File: config.mk
export PLATFORM = sky130hd
export DESIGN_NAME = list_set_union_intersect_diff
export DESIGN_NICKNAME = d
export VERILOG_FILES = /design/src/hw/rtl/lsud_pkg.sv /design/src/hw/rtl/lsud_cell.sv /design/src/hw/rtl/list_set_union_intersect_diff.sv
export SDC_FILE = /design/constraint.sdc
export NUM_CORES = 1
export LEC_CHECK = 0
export BUFFER_PORTS_ARGS = -buffer_cell sky130_fd_sc_hd__buf_2
export CORE_UTILIZATION = 50
export DETAILED_ROUTE_END_ITERATION = 8
export PLACE_DENSITY = 0.69
export SLEW_MARGIN = 5
export SYNTH_ARGS = -nofsm -noshare
export SYNTH_HDL_FRONTEND = slang
export SYNTH_HIERARCHICAL = 1
export SYNTH_SLANG_ARGS = --single-unit
File: constraint.sdc
create_clock -name clk_i -period 3.8 [get_ports clk_i]
set_input_delay 0.76 -clock clk_i [delete_from_list [all_inputs] [get_ports clk_i]]
set_output_delay 0.76 -clock clk_i [all_outputs]
set_load 0.03 [all_outputs]
File: src/hw/rtl/lsud_pkg.sv
package lsud_pkg;

  localparam int ELEM_W = 32;

  typedef struct packed {
    logic wr;
    logic shift;
  } cell_ctrl_t;

endpackage

File: src/hw/rtl/lsud_cell.sv
module lsud_cell (
  input  logic                              clk_i,
  input  lsud_pkg::cell_ctrl_t              ctrl_i,
  input  logic signed [lsud_pkg::ELEM_W-1:0] wr_data_i,
  input  logic signed [lsud_pkg::ELEM_W-1:0] nbr_data_i,
  output logic signed [lsud_pkg::ELEM_W-1:0] data_o
);
  import lsud_pkg::*;

  logic signed [ELEM_W-1:0] data_q;
  logic signed [ELEM_W-1:0] data_d;

  always_comb begin
    data_d = data_q;
    if (ctrl_i.wr) begin
      data_d = wr_data_i;
    end else if (ctrl_i.shift) begin
      data_d = nbr_data_i;
    end
  end

  always_ff @(posedge clk_i) begin
    data_q <= data_d;
  end

  assign data_o = data_q;

endmodule

File: src/hw/rtl/list_set_union_intersect_diff.sv
// loads and clear: result in the cycle after the item, busy stays low; unused codes give none.
// union and difference: two passes, intersection one pass; each pass compares every
// outer ring entry with every inner ring entry. the rate is set by the ring walk, one
// compare of the two ring heads per cycle. results cannot be stalled.
// rst_ni is asynchronous, active low: both lists empty, block idle, no strobe.
module list_set_union_intersect_diff #(
  parameter int LIST_DEPTH = 8
) (
  input  logic                               clk_i,
  input  logic                               rst_ni,
  input  logic                               start,
  input  logic [2:0]                         operation_i,
  input  logic signed [lsud_pkg::ELEM_W-1:0] value_i,
  output logic                               busy,
  output logic                               strobe_o,
  output logic signed [lsud_pkg::ELEM_W-1:0] value_res_o,
  output logic [1:0]                         status_o,
  output logic                               last_o
);
  import lsud_pkg::*;

  localparam int IW = (LIST_DEPTH > 1) ? $clog2(LIST_DEPTH) : 1;
  localparam int CW = $clog2(LIST_DEPTH + 1);
  localparam logic [IW-1:0] LastIdx = IW'(LIST_DEPTH - 1);
  localparam logic [CW-1:0] FullCnt = CW'(LIST_DEPTH);

  typedef enum logic [2:0] {
    OP_LOAD_A = 3'd0,
    OP_LOAD_B = 3'd1,
    OP_CLEAR  = 3'd2,
    OP_UNION  = 3'd3,
    OP_INTER  = 3'd4,
    OP_DIFF   = 3'd5
  } op_e;

  typedef enum logic [1:0] {
    ST_ELEM  = 2'd0,
    ST_EMPTY = 2'd1,
    ST_DONE  = 2'd2,
    ST_FULL  = 2'd3
  } status_e;

  typedef enum logic [1:0] {
    S_IDLE,
    S_RUN,
    S_FLUSH
  } state_e;

  typedef enum logic [1:0] {
    PH_COPY_A,
    PH_A_NOT_B,
    PH_B_NOT_A,
    PH_INTER
  } phase_e;

  state_e                state_q;
  phase_e                phase_q;
  logic [CW-1:0]         cnt_a_q, cnt_b_q;
  logic [IW-1:0]         inner_q, outer_q;
  logic                  found_q;
  logic                  pend_vld_q;
  logic signed [ELEM_W-1:0] pend_val_q;
  logic                  strobe_q;
  logic                  strobe_d;
  logic signed [ELEM_W-1:0] value_q;
  status_e               status_q;
  logic                  last_q;

  logic signed [ELEM_W-1:0] a_data [LIST_DEPTH];
  logic signed [ELEM_W-1:0] b_data [LIST_DEPTH];
  cell_ctrl_t               a_ctrl [LIST_DEPTH];
  cell_ctrl_t               b_ctrl [LIST_DEPTH];

  op_e                      op;
  logic                     accept;
  logic                     run;
  logic                     load_a, load_b;
  logic                     x_is_b;
  logic signed [ELEM_W-1:0] x_head, y_head;
  logic [CW-1:0]            cnt_x, cnt_y;
  logic                     x_valid, y_valid;
  logic                     match, hit;
  logic                     inner_end, phase_end;
  logic                     emit;
  logic                     shift_a, shift_b;

  assign busy   = (state_q != S_IDLE);
  assign accept = start && !busy;
  assign op     = op_e'(operation_i);
  assign run    = (state_q == S_RUN);
  assign load_a = accept && (op == OP_LOAD_A) && (cnt_a_q != FullCnt);
  assign load_b = accept && (op == OP_LOAD_B) && (cnt_b_q != FullCnt);

  // outer list walks once per inner sweep, inner list steps every cycle while running
  assign x_is_b    = (phase_q == PH_B_NOT_A);
  assign x_head    = x_is_b ? b_data[0] : a_data[0];
  assign y_head    = x_is_b ? a_data[0] : b_data[0];
  assign cnt_x     = x_is_b ? cnt_b_q : cnt_a_q;
  assign cnt_y     = x_is_b ? cnt_a_q : cnt_b_q;
  assign x_valid   = CW'(outer_q) < cnt_x;
  assign y_valid   = CW'(inner_q) < cnt_y;
  assign match     = x_valid && y_valid && (x_head == y_head);
  assign hit       = found_q || match;
  assign inner_end = (inner_q == LastIdx);
  assign phase_end = inner_end && (outer_q == LastIdx);
  assign shift_a   = run && (x_is_b || inner_end);
  assign shift_b   = run && (!x_is_b || inner_end);

  assign strobe_d = (accept && (op == OP_LOAD_A || op == OP_LOAD_B || op == OP_CLEAR)) ||
                    (run && emit && pend_vld_q) || (state_q == S_FLUSH);

  always_comb begin
    emit = 1'b0;
    case (phase_q)
      PH_COPY_A:  emit = inner_end && x_valid;
      PH_INTER:   emit = match;
      default:    emit = inner_end && x_valid && !hit;
    endcase
  end

  for (genvar i = 0; i < LIST_DEPTH; i++) begin : g_cells
    localparam int Nxt = (i + 1) % LIST_DEPTH;

    assign a_ctrl[i].wr    = load_a && (cnt_a_q == CW'(i));
    assign a_ctrl[i].shift = shift_a;
    assign b_ctrl[i].wr    = load_b && (cnt_b_q == CW'(i));
    assign b_ctrl[i].shift = shift_b;

    lsud_cell u_cell_a (
      .clk_i      (clk_i),
      .ctrl_i     (a_ctrl[i]),
      .wr_data_i  (value_i),
      .nbr_data_i (a_data[Nxt]),
      .data_o     (a_data[i])
    );

    lsud_cell u_cell_b (
      .clk_i      (clk_i),
      .ctrl_i     (b_ctrl[i]),
      .wr_data_i  (value_i),
      .nbr_data_i (b_data[Nxt]),
      .data_o     (b_data[i])
    );
  end

  always_ff @(posedge clk_i or negedge rst_ni) begin
    if (!rst_ni) begin
      state_q    <= S_IDLE;
      phase_q    <= PH_COPY_A;
      cnt_a_q    <= '0;
      cnt_b_q    <= '0;
      inner_q    <= '0;
      outer_q    <= '0;
      found_q    <= 1'b0;
      pend_vld_q <= 1'b0;
      pend_val_q <= '0;
      strobe_q   <= 1'b0;
      value_q    <= '0;
      status_q   <= ST_ELEM;
      last_q     <= 1'b0;
    end else begin
      strobe_q <= strobe_d;
      unique case (state_q)
        S_IDLE: begin
          if (start) begin
            inner_q    <= '0;
            outer_q    <= '0;
            found_q    <= 1'b0;
            pend_vld_q <= 1'b0;
            unique case (op) inside
              OP_LOAD_A, OP_LOAD_B: begin
                value_q  <= '0;
                last_q   <= 1'b1;
                status_q <= (load_a || load_b) ? ST_DONE : ST_FULL;
                if (load_a) begin
                  cnt_a_q <= cnt_a_q + CW'(1);
                end
                if (load_b) begin
                  cnt_b_q <= cnt_b_q + CW'(1);
                end
              end
              OP_CLEAR: begin
                cnt_a_q  <= '0;
                cnt_b_q  <= '0;
                value_q  <= '0;
                last_q   <= 1'b1;
                status_q <= ST_DONE;
              end
              OP_UNION: begin
                phase_q <= PH_COPY_A;
                state_q <= S_RUN;
              end
              OP_INTER: begin
                phase_q <= PH_INTER;
                state_q <= S_RUN;
              end
              OP_DIFF: begin
                phase_q <= PH_A_NOT_B;
                state_q <= S_RUN;
              end
              default: ;
            endcase
          end
        end
        S_RUN: begin
          found_q <= inner_end ? 1'b0 : hit;
          inner_q <= inner_end ? '0 : inner_q + IW'(1);
          if (inner_end) begin
            outer_q <= (outer_q == LastIdx) ? '0 : outer_q + IW'(1);
          end
          // hold one element back so the final one can carry last
          if (emit) begin
            if (pend_vld_q) begin
              value_q  <= pend_val_q;
              status_q <= ST_ELEM;
              last_q   <= 1'b0;
            end
            pend_val_q <= x_head;
            pend_vld_q <= 1'b1;
          end
          if (phase_end) begin
            if (phase_q == PH_COPY_A || phase_q == PH_A_NOT_B) begin
              phase_q <= PH_B_NOT_A;
            end else begin
              state_q <= S_FLUSH;
            end
          end
        end
        S_FLUSH: begin
          last_q     <= 1'b1;
          value_q    <= pend_vld_q ? pend_val_q : '0;
          status_q   <= pend_vld_q ? ST_ELEM : ST_EMPTY;
          pend_vld_q <= 1'b0;
          state_q    <= S_IDLE;
        end
        default: state_q <= S_IDLE;
      endcase
    end
  end

  assign strobe_o    = strobe_q;
  assign value_res_o = value_q;
  assign status_o    = status_q;
  assign last_o      = last_q;

`ifndef SYNTHESIS
  a_load_answers: assert property (@(posedge clk_i) disable iff (!rst_ni)
    accept && (op == OP_LOAD_A || op == OP_LOAD_B || op == OP_CLEAR)
    |=> strobe_o && last_o && (status_o == ST_DONE || status_o == ST_FULL))
    else $error("load or clear gave no single closing result");

  a_flush_closes: assert property (@(posedge clk_i) disable iff (!rst_ni)
    state_q == S_FLUSH |=> strobe_o && last_o && !busy)
    else $error("set request did not close with a last result");

  a_open_only_busy: assert property (@(posedge clk_i) disable iff (!rst_ni)
    strobe_o && !last_o |-> busy && status_o == ST_ELEM)
    else $error("non-final result outside a set request");

  a_counts_bound: assert property (@(posedge clk_i) disable iff (!rst_ni)
    $past(cnt_a_q) == FullCnt && !$past(accept && op == OP_CLEAR) |-> cnt_a_q == FullCnt)
    else $error("full list A changed without clear");
`endif

endmodule
* After elaboration in Yosys (flattened, before gate mapping)
Cells that the tools add are included.
** Word-level totals
- Latch bits :: 0
- Memories :: 0
- Register bits after elaboration :: 600
- RAM bits :: 0
- Input bits :: 38
- Logic and storage cells :: 238
- Memory bits (read-only) :: 0
- Output and inout port bits :: 37
** Operators by class
- Bitwise gates (word level) :: 0
- Multiplexer cells :: 80
- Reductions and logical operators :: 81
- Divide/modulo/power cells :: 0
- Shift operators :: 0
- Multiply operators :: 0
- Order comparisons :: 2
- Eq/ne operators :: 42
- $add $sub $neg :: 4
** Operator list (count)
- $mux 32 :: 39
- $pmux 32 s3 :: 1
- $reduce_bool 2->1 :: 19
- $eq 32x32->1 :: 1
- $eq 4x3->1 const B :: 8
- $logic_and 1x1->1 :: 31
- $mux 2 :: 10
- $eq 4x2->1 const B :: 4
- $mux 4 :: 4
- $pmux 4 s2 :: 2
- $reduce_and 5->1 :: 3
- $ne 2x2->1 const B :: 7
- $eq 3x3->1 const B :: 4
- $mux 3 :: 4
- $ne 4x4->1 const B :: 3
- $pmux 2 s2 :: 3
- $pmux 2 s3 :: 2
- $pmux 3 s2 :: 2
- $reduce_and 4->1 :: 3
- $logic_or 1x1->1 :: 9
- $mux 1 :: 9
- $add 4x1->4 const B :: 2
- $eq 4x1->1 const B :: 2
- $logic_not 4->1 :: 2
- 18 further kinds :: 35

* Depth between registers and ports, before layout
- Depth after elaboration :: 13
- Depth in mapped cells :: 15
- Mapped depth without buffers :: 11

* Hierarchy
The synthesis kept the hierarchy.
** By module, submodules not included
- lsud_cell :: cells an instance 69, sequential area each 960.9 um^2, area an instance 1507.7 um^2, instances 16
- list_set_union_intersect_diff :: cells an instance 493, sequential area each 2202.1 um^2, area an instance 5381.4 um^2, instances 1

* Least setup slack after synthesis
Ideal clock, no wire load.
- Path type :: register to register
- From :: register phase_q[0]
- To :: register pend_val_q[10]
- Required time :: 3675 ps
- Stages on the path, launching flop included :: 16
- Period minus slack after synthesis :: 3576 ps
- Library setup time :: 125 ps
- Buffers on the path :: 4
- Path slack :: 224 ps
- Arrival time :: 3451 ps
- Cell sequence :: dfrtp_1 > inv_1 > ha_1 > buf_2 > buf_1 > mux2i_1 > ha_1 > o21a_1 > o22ai_1 > o2111ai_1 > or3_4 > a21oi_2 > nand2b_4 > buf_12 > buf_12 > mux2_4
** On the way
- Longest elaborated chain between the ends :: 10
- Elaborated cells between the ends (all ways) :: 18
- Those cells by class :: order compare: 2; eq/ne: 3; mux: 5; reduce/logical: 8
** RTL lines
- start: declaration :: line list_set_union_intersect_diff.sv:57 : phase_e phase_q;
- start signal: assignment :: line list_set_union_intersect_diff.sv:149 : phase_q <= PH_COPY_A;
- start signal: assignment :: line list_set_union_intersect_diff.sv:190 : phase_q <= PH_COPY_A;
- start signal: assignment :: line list_set_union_intersect_diff.sv:194 : phase_q <= PH_INTER;
- $eq 2x2->1 :: line list_set_union_intersect_diff.sv:95 : assign x_is_b = (phase_q == PH_B_NOT_A);
- $mux 4, on equally long branches :: line list_set_union_intersect_diff.sv:98, list_set_union_intersect_diff.sv:99
- $lt 3x4->1, on equally long branches :: line list_set_union_intersect_diff.sv:100, list_set_union_intersect_diff.sv:101
- $logic_and 1x1->1 (2 in a row) :: line list_set_union_intersect_diff.sv:102 : assign match = x_valid && y_valid && (x_head == y_head);
- $logic_or 1x1->1 :: line list_set_union_intersect_diff.sv:103 : assign hit = found_q || match;
- $logic_not 1->1 :: line list_set_union_intersect_diff.sv:117 : default: emit = inner_end && x_valid && !hit;
- $logic_and 1x1->1 :: line list_set_union_intersect_diff.sv:117
- $pmux 1 s2 :: line list_set_union_intersect_diff.sv:114 : case (phase_q)
- $reduce_and 2->1 (no source line)
- end signal: assignment :: line list_set_union_intersect_diff.sv:218 : pend_val_q <= x_head;
- end: declaration :: line list_set_union_intersect_diff.sv:62 : logic signed [ELEM_W-1:0] pend_val_q;
Parallel ways exist; a longest one is shown, timed or not.
A chain may end at the register's enable or synchronous reset.

* Final worst setup path
- From :: register phase_q[0]
- To :: register value_q[6], in the netlist value_res_o[6]
** On the way
- Longest elaborated chain between the ends :: 11
- Elaborated cells between the ends (all ways) :: 19
- Those cells by class :: order compare: 2; eq/ne: 4; mux: 5; reduce/logical: 8
** RTL lines
- $eq 2x2->1 :: line list_set_union_intersect_diff.sv:95
- $mux 4, on equally long branches :: line list_set_union_intersect_diff.sv:98, list_set_union_intersect_diff.sv:99
- $lt 3x4->1, on equally long branches :: line list_set_union_intersect_diff.sv:100, list_set_union_intersect_diff.sv:101
- $logic_and 1x1->1 (2 in a row) :: line list_set_union_intersect_diff.sv:102
- $logic_or 1x1->1 :: line list_set_union_intersect_diff.sv:103
- $logic_not 1->1 :: line list_set_union_intersect_diff.sv:117
- $logic_and 1x1->1 :: line list_set_union_intersect_diff.sv:117
- $pmux 1 s2 * :: line list_set_union_intersect_diff.sv:114
- $ne 2x1->1 (no source line) *
- $reduce_and 5->1 (no source line) *
- end signal: assignment :: line list_set_union_intersect_diff.sv:214 : value_q <= pend_val_q;
- end signal: assignment :: line list_set_union_intersect_diff.sv:231 : value_q <= pend_vld_q ? pend_val_q : '0;
- end: declaration :: line list_set_union_intersect_diff.sv:65 : logic signed [ELEM_W-1:0] value_q;
Mark *: on every way between the ends. The rest lies on a longest branch, timed or not.

==> flow_summary.json <==
{
  "timing_hold_violations_final": 0,
  "top_fanout_value_on_the_critical_path": 14,
  "r2r_end": "value_res_o[6]$_DFFE_PN0P_",
  "met1Wirelength_um": 30480,
  "gp_congestion": 0.8386,
  "grtUsageTotal_pct": 23.50,
  "share_of_final_layout_standard_cells_stronger_than_drive_strength_1_pct": 48.80,
  "critical_path.max_stage_delay_ps": 540,
  "synth_fp_nets": 1660,
  "postCtsSetupRepairBufs": 0,
  "ctsLongestPathBuffers": 3,
  "placement.cell_area_mm2": 0.03068,
  "endpoint": "value_res_o[6]$_DFFE_PN0P_",
  "data_arrival_time_of_the_worst_path_ps": 4080,
  "cts_hold_buffers": 0,
  "synth_area_per_cell_um2": 18.47,
  "asyncSetResetFlopFracSynth_pct": 14.67,
  "leakage_power_uw": 0.01262,
  "cts.sink_count": 600,
  "dpl.hpwl_um": 44510,
  "worst-slew-pin-transition_ps": 932.2,
  "final_total_negative_setup_slack_ps": 0,
  "mapped_area_mm2": 0.02950,
  "io_pins": 75,
  "final_core_util_pct": 56.55,
  "timing.critical_path.cells": "inv_1, ha_1, mux2i_1, ha_1, o21a_1, o311a_1, or4_4, or3_4, a21oi_2, buf_4, a21o_2, buf_4, mux2i_1",
  "synthesized_flop_and_latch_total": 600,
  "number_of_max_slew_violations_in_the_final_report": 0,
  "power.ir.vdd_worst_uv": 393.8,
  "drc": 0,
  "cts_root_buffer": "clkbuf_16",
  "core_mm2": 0.05803,
  "cts.repair.resized": 0,
  "fin_skew_ps": 32.69,
  "multi_input_area_mm2": 0.01044,
  "vertical_die_dimension_um": 244.9,
  "status": "completed",
  "max_clock_freq_ghz": 0.2816,
  "row_count": 88,
  "number_of_synthesized_flops_with_an_enable_pin": 512,
  "clkLatencyLatePin_ps": 620,
  "finalInstanceArea_mm2": 0.03282,
  "routedWlPerCell_um": 26.93,
  "start_kind": "register",
  "p_per_area_mw_per_mm2": 686.1,
  "timing_worst_setup_path_type": "register to register",
  "detail_route.iter0.violations": 1222,
  "port_buffers": 74,
  "grt_antenna_before_repair": 3,
  "reg2reg_depth": 13,
  "design.final.nets": 1800,
  "first_pass_iters": 5,
  "detail-route-antenna-nets": 0,
  "syn-instance-count": 1597,
  "timing.slew.headroom_pct": 37.72,
  "finalSetupViolations": 0,
  "via_count_of_the_first_global_routing_pass": 15300,
  "grt_setup_unrepaired": "no",
  "synthFlopType": "edfxtp_1",
  "cts-buffers-inserted": 66,
  "timing.rr.start": "phase_q[0]$_DFFE_PN0P_",
  "rrSetupSlack_ps": 250,
  "wl_met3_um": 3885,
  "route.detailed.vias_per_inst": 5.708,
  "syn_to_final_growth_pct": 11.22,
  "fill_cells": 4400,
  "synthesis.yosys.warnings": 6,
  "highest_layer": "met5",
  "largest_net_degree_at_the_start_of_global_routing": 33,
  "clkSlewWorstSetupHoldPaths_ps": 60,
  "max_cap_violations": 0,
  "route.met2.wl_um": 32660,
  "hold_class": "input pin to async pin",
  "synth-seq-area-share_pct": 59.57,
  "fin_total_pwr_uw": 22510,
  "floorplan.initialDensity_pct": 50.85,
  "yosys.cell_types.count": 55,
  "grt_pass1_wl_um": 102700,
  "crit_required_ps": 4320,
  "worstSetupStartpoint": "phase_q[0]$_DFFE_PN0P_",
  "floorplan.die.width_um": 244.9,
  "detail_route.wirelength_um": 68860,
  "register_area_mm2": 0.01758,
  "final_min_period_over_clock_period_pct": 93.47,
  "cp_slowest_cell": "or4_4",
  "cts_tree": "done",
  "grt.overflow.total": 0,
  "period_needed_ps": 3552,
  "htreeDepth": 3,
  "timing.critical_path.to_type": "register",
  "die-area_mm2": 0.05998,
  "vias": 14600
}
==> metrics by stage <==
step | hold slack [ps] | setup slack (ps) | cells
after floorplan | 464.4 | 223.6 | 1597
after global placement | 493.4 | 366.2 | 2434
after detailed placement | 495.0 | 273.3 | 2434
after CTS | 65.78 | 250.6 | 2556
after global routing | 94.34 | 109.0 | 2557
final | 86.71 | 248.3 | 2557
==> cells by family after synthesis <==
group / Yosys count / synth area share [%]
XOR/XNOR: 34 / 1.009
flip-flops: 600 / 59.57
AO/OA/AOI/OAI: 52 / 1.175
buffers and inverters: 136 / 5.161
adder cells (fa/ha/maj): 25 / 1.060
multiplexers: 621 / 29.77
AND/OR/NAND/NOR: 129 / 2.248
==> flip-flops by register name (all words and copies together), names as in the netlist <==
signal                   cells
value_res_o                 32
pend_vld_q                   1
cnt_b_q                      4
strobe_o                     1
outer_q                      3
inner_q                      3
phase_q                      2
cnt_a_q                      4
pend_val_q                  32
found_q                      1
g_cells.u_cell_b/data_o    256
state_q                      2
status_o                     2
last_o                       1
g_cells.u_cell_a/data_o    256
==> per-layer routing <==
layer / vias to the layer above / global-route usage [%]
li1: 6325 / -
met1: 7712 / 32.76
met2: 439 / 37.07
met3: 118 / 4.406
met4: 2 / 7.739
met5: - / 0
==> worst max-delay path: cells and delay by family (launching register included) <==
kind | cells | cell delay [ps]
AO/OA/AOI/OAI | 4 | 640
adder cells (fa/ha/maj) | 2 | 510
buffers and inverters | 3 | 550
flip-flops | 1 | 400
multiplexers | 2 | 460
AND/OR/NAND/NOR | 2 | 890
==> where the power goes <==
group	internal, µW	switching (µW)
clock	3660	2670
combinational	2870	2910
sequential	9560	844
==> cell usage in the layout, fill, tap and decap left out, drive strengths merged, types with 23 or more instances in the layout <==
cell / n
buf: 157
clkbuf: 90
clkinv: 23
dfrtp: 88
edfxtp: 512
ha: 25
inv: 55
mux2: 577
mux2i: 44
nand2: 48
==> synthesized netlist by cell type, types with 7 or more instances <==
cell      instances  area, µm²
inv_1            51      191.4
o21ai_0          20      100.1
mux2_4          492       7387
and2_1           17      106.4
dfrtp_1          88       2202
a21oi_1           8      40.04
xor2_1           20      175.2
mux2_2           84      945.9
edfxtp_1        512      15370
nor3_1            7      35.03
mux2i_1          44      440.4
ha_1             25      312.8
buf_12           52       1041
xnor2_1          14      122.6
clkbuf_1         10      37.54
nand2_1          48      180.2
nor2_1           14      52.55
or2_1            16      100.1
buf_6            17      191.4
==> worst min path at each step <==
stage	endpoint	slack [ps]
2_1_floorplan	cnt_a_q[0]$_DFFE_PN0P_	460
3_3_place_gp	pend_val_q[1]$_DFFE_PN0P_	490
3_5_place_dp	pend_val_q[13]$_DFFE_PN0P_	490
4_1_cts	phase_q[1]$_DFFE_PN0P_	70
5_1_grt	status_o[1]$_DFFE_PN0P_	90
6_report	inner_q[2]$_DFFE_PN0P_	90
==> area by class of cell <==
cell class,count,area share [%]
antenna,1,0.007626
clock buffer,90,5.677
clock inverter,32,0.8121
inverter,51,0.5834
multi-input combinational,861,31.80
sequential,600,53.56
tap,765,2.917
timing repair buffer,157,4.636
Note: power is estimated with default switching activity, not from simulation.
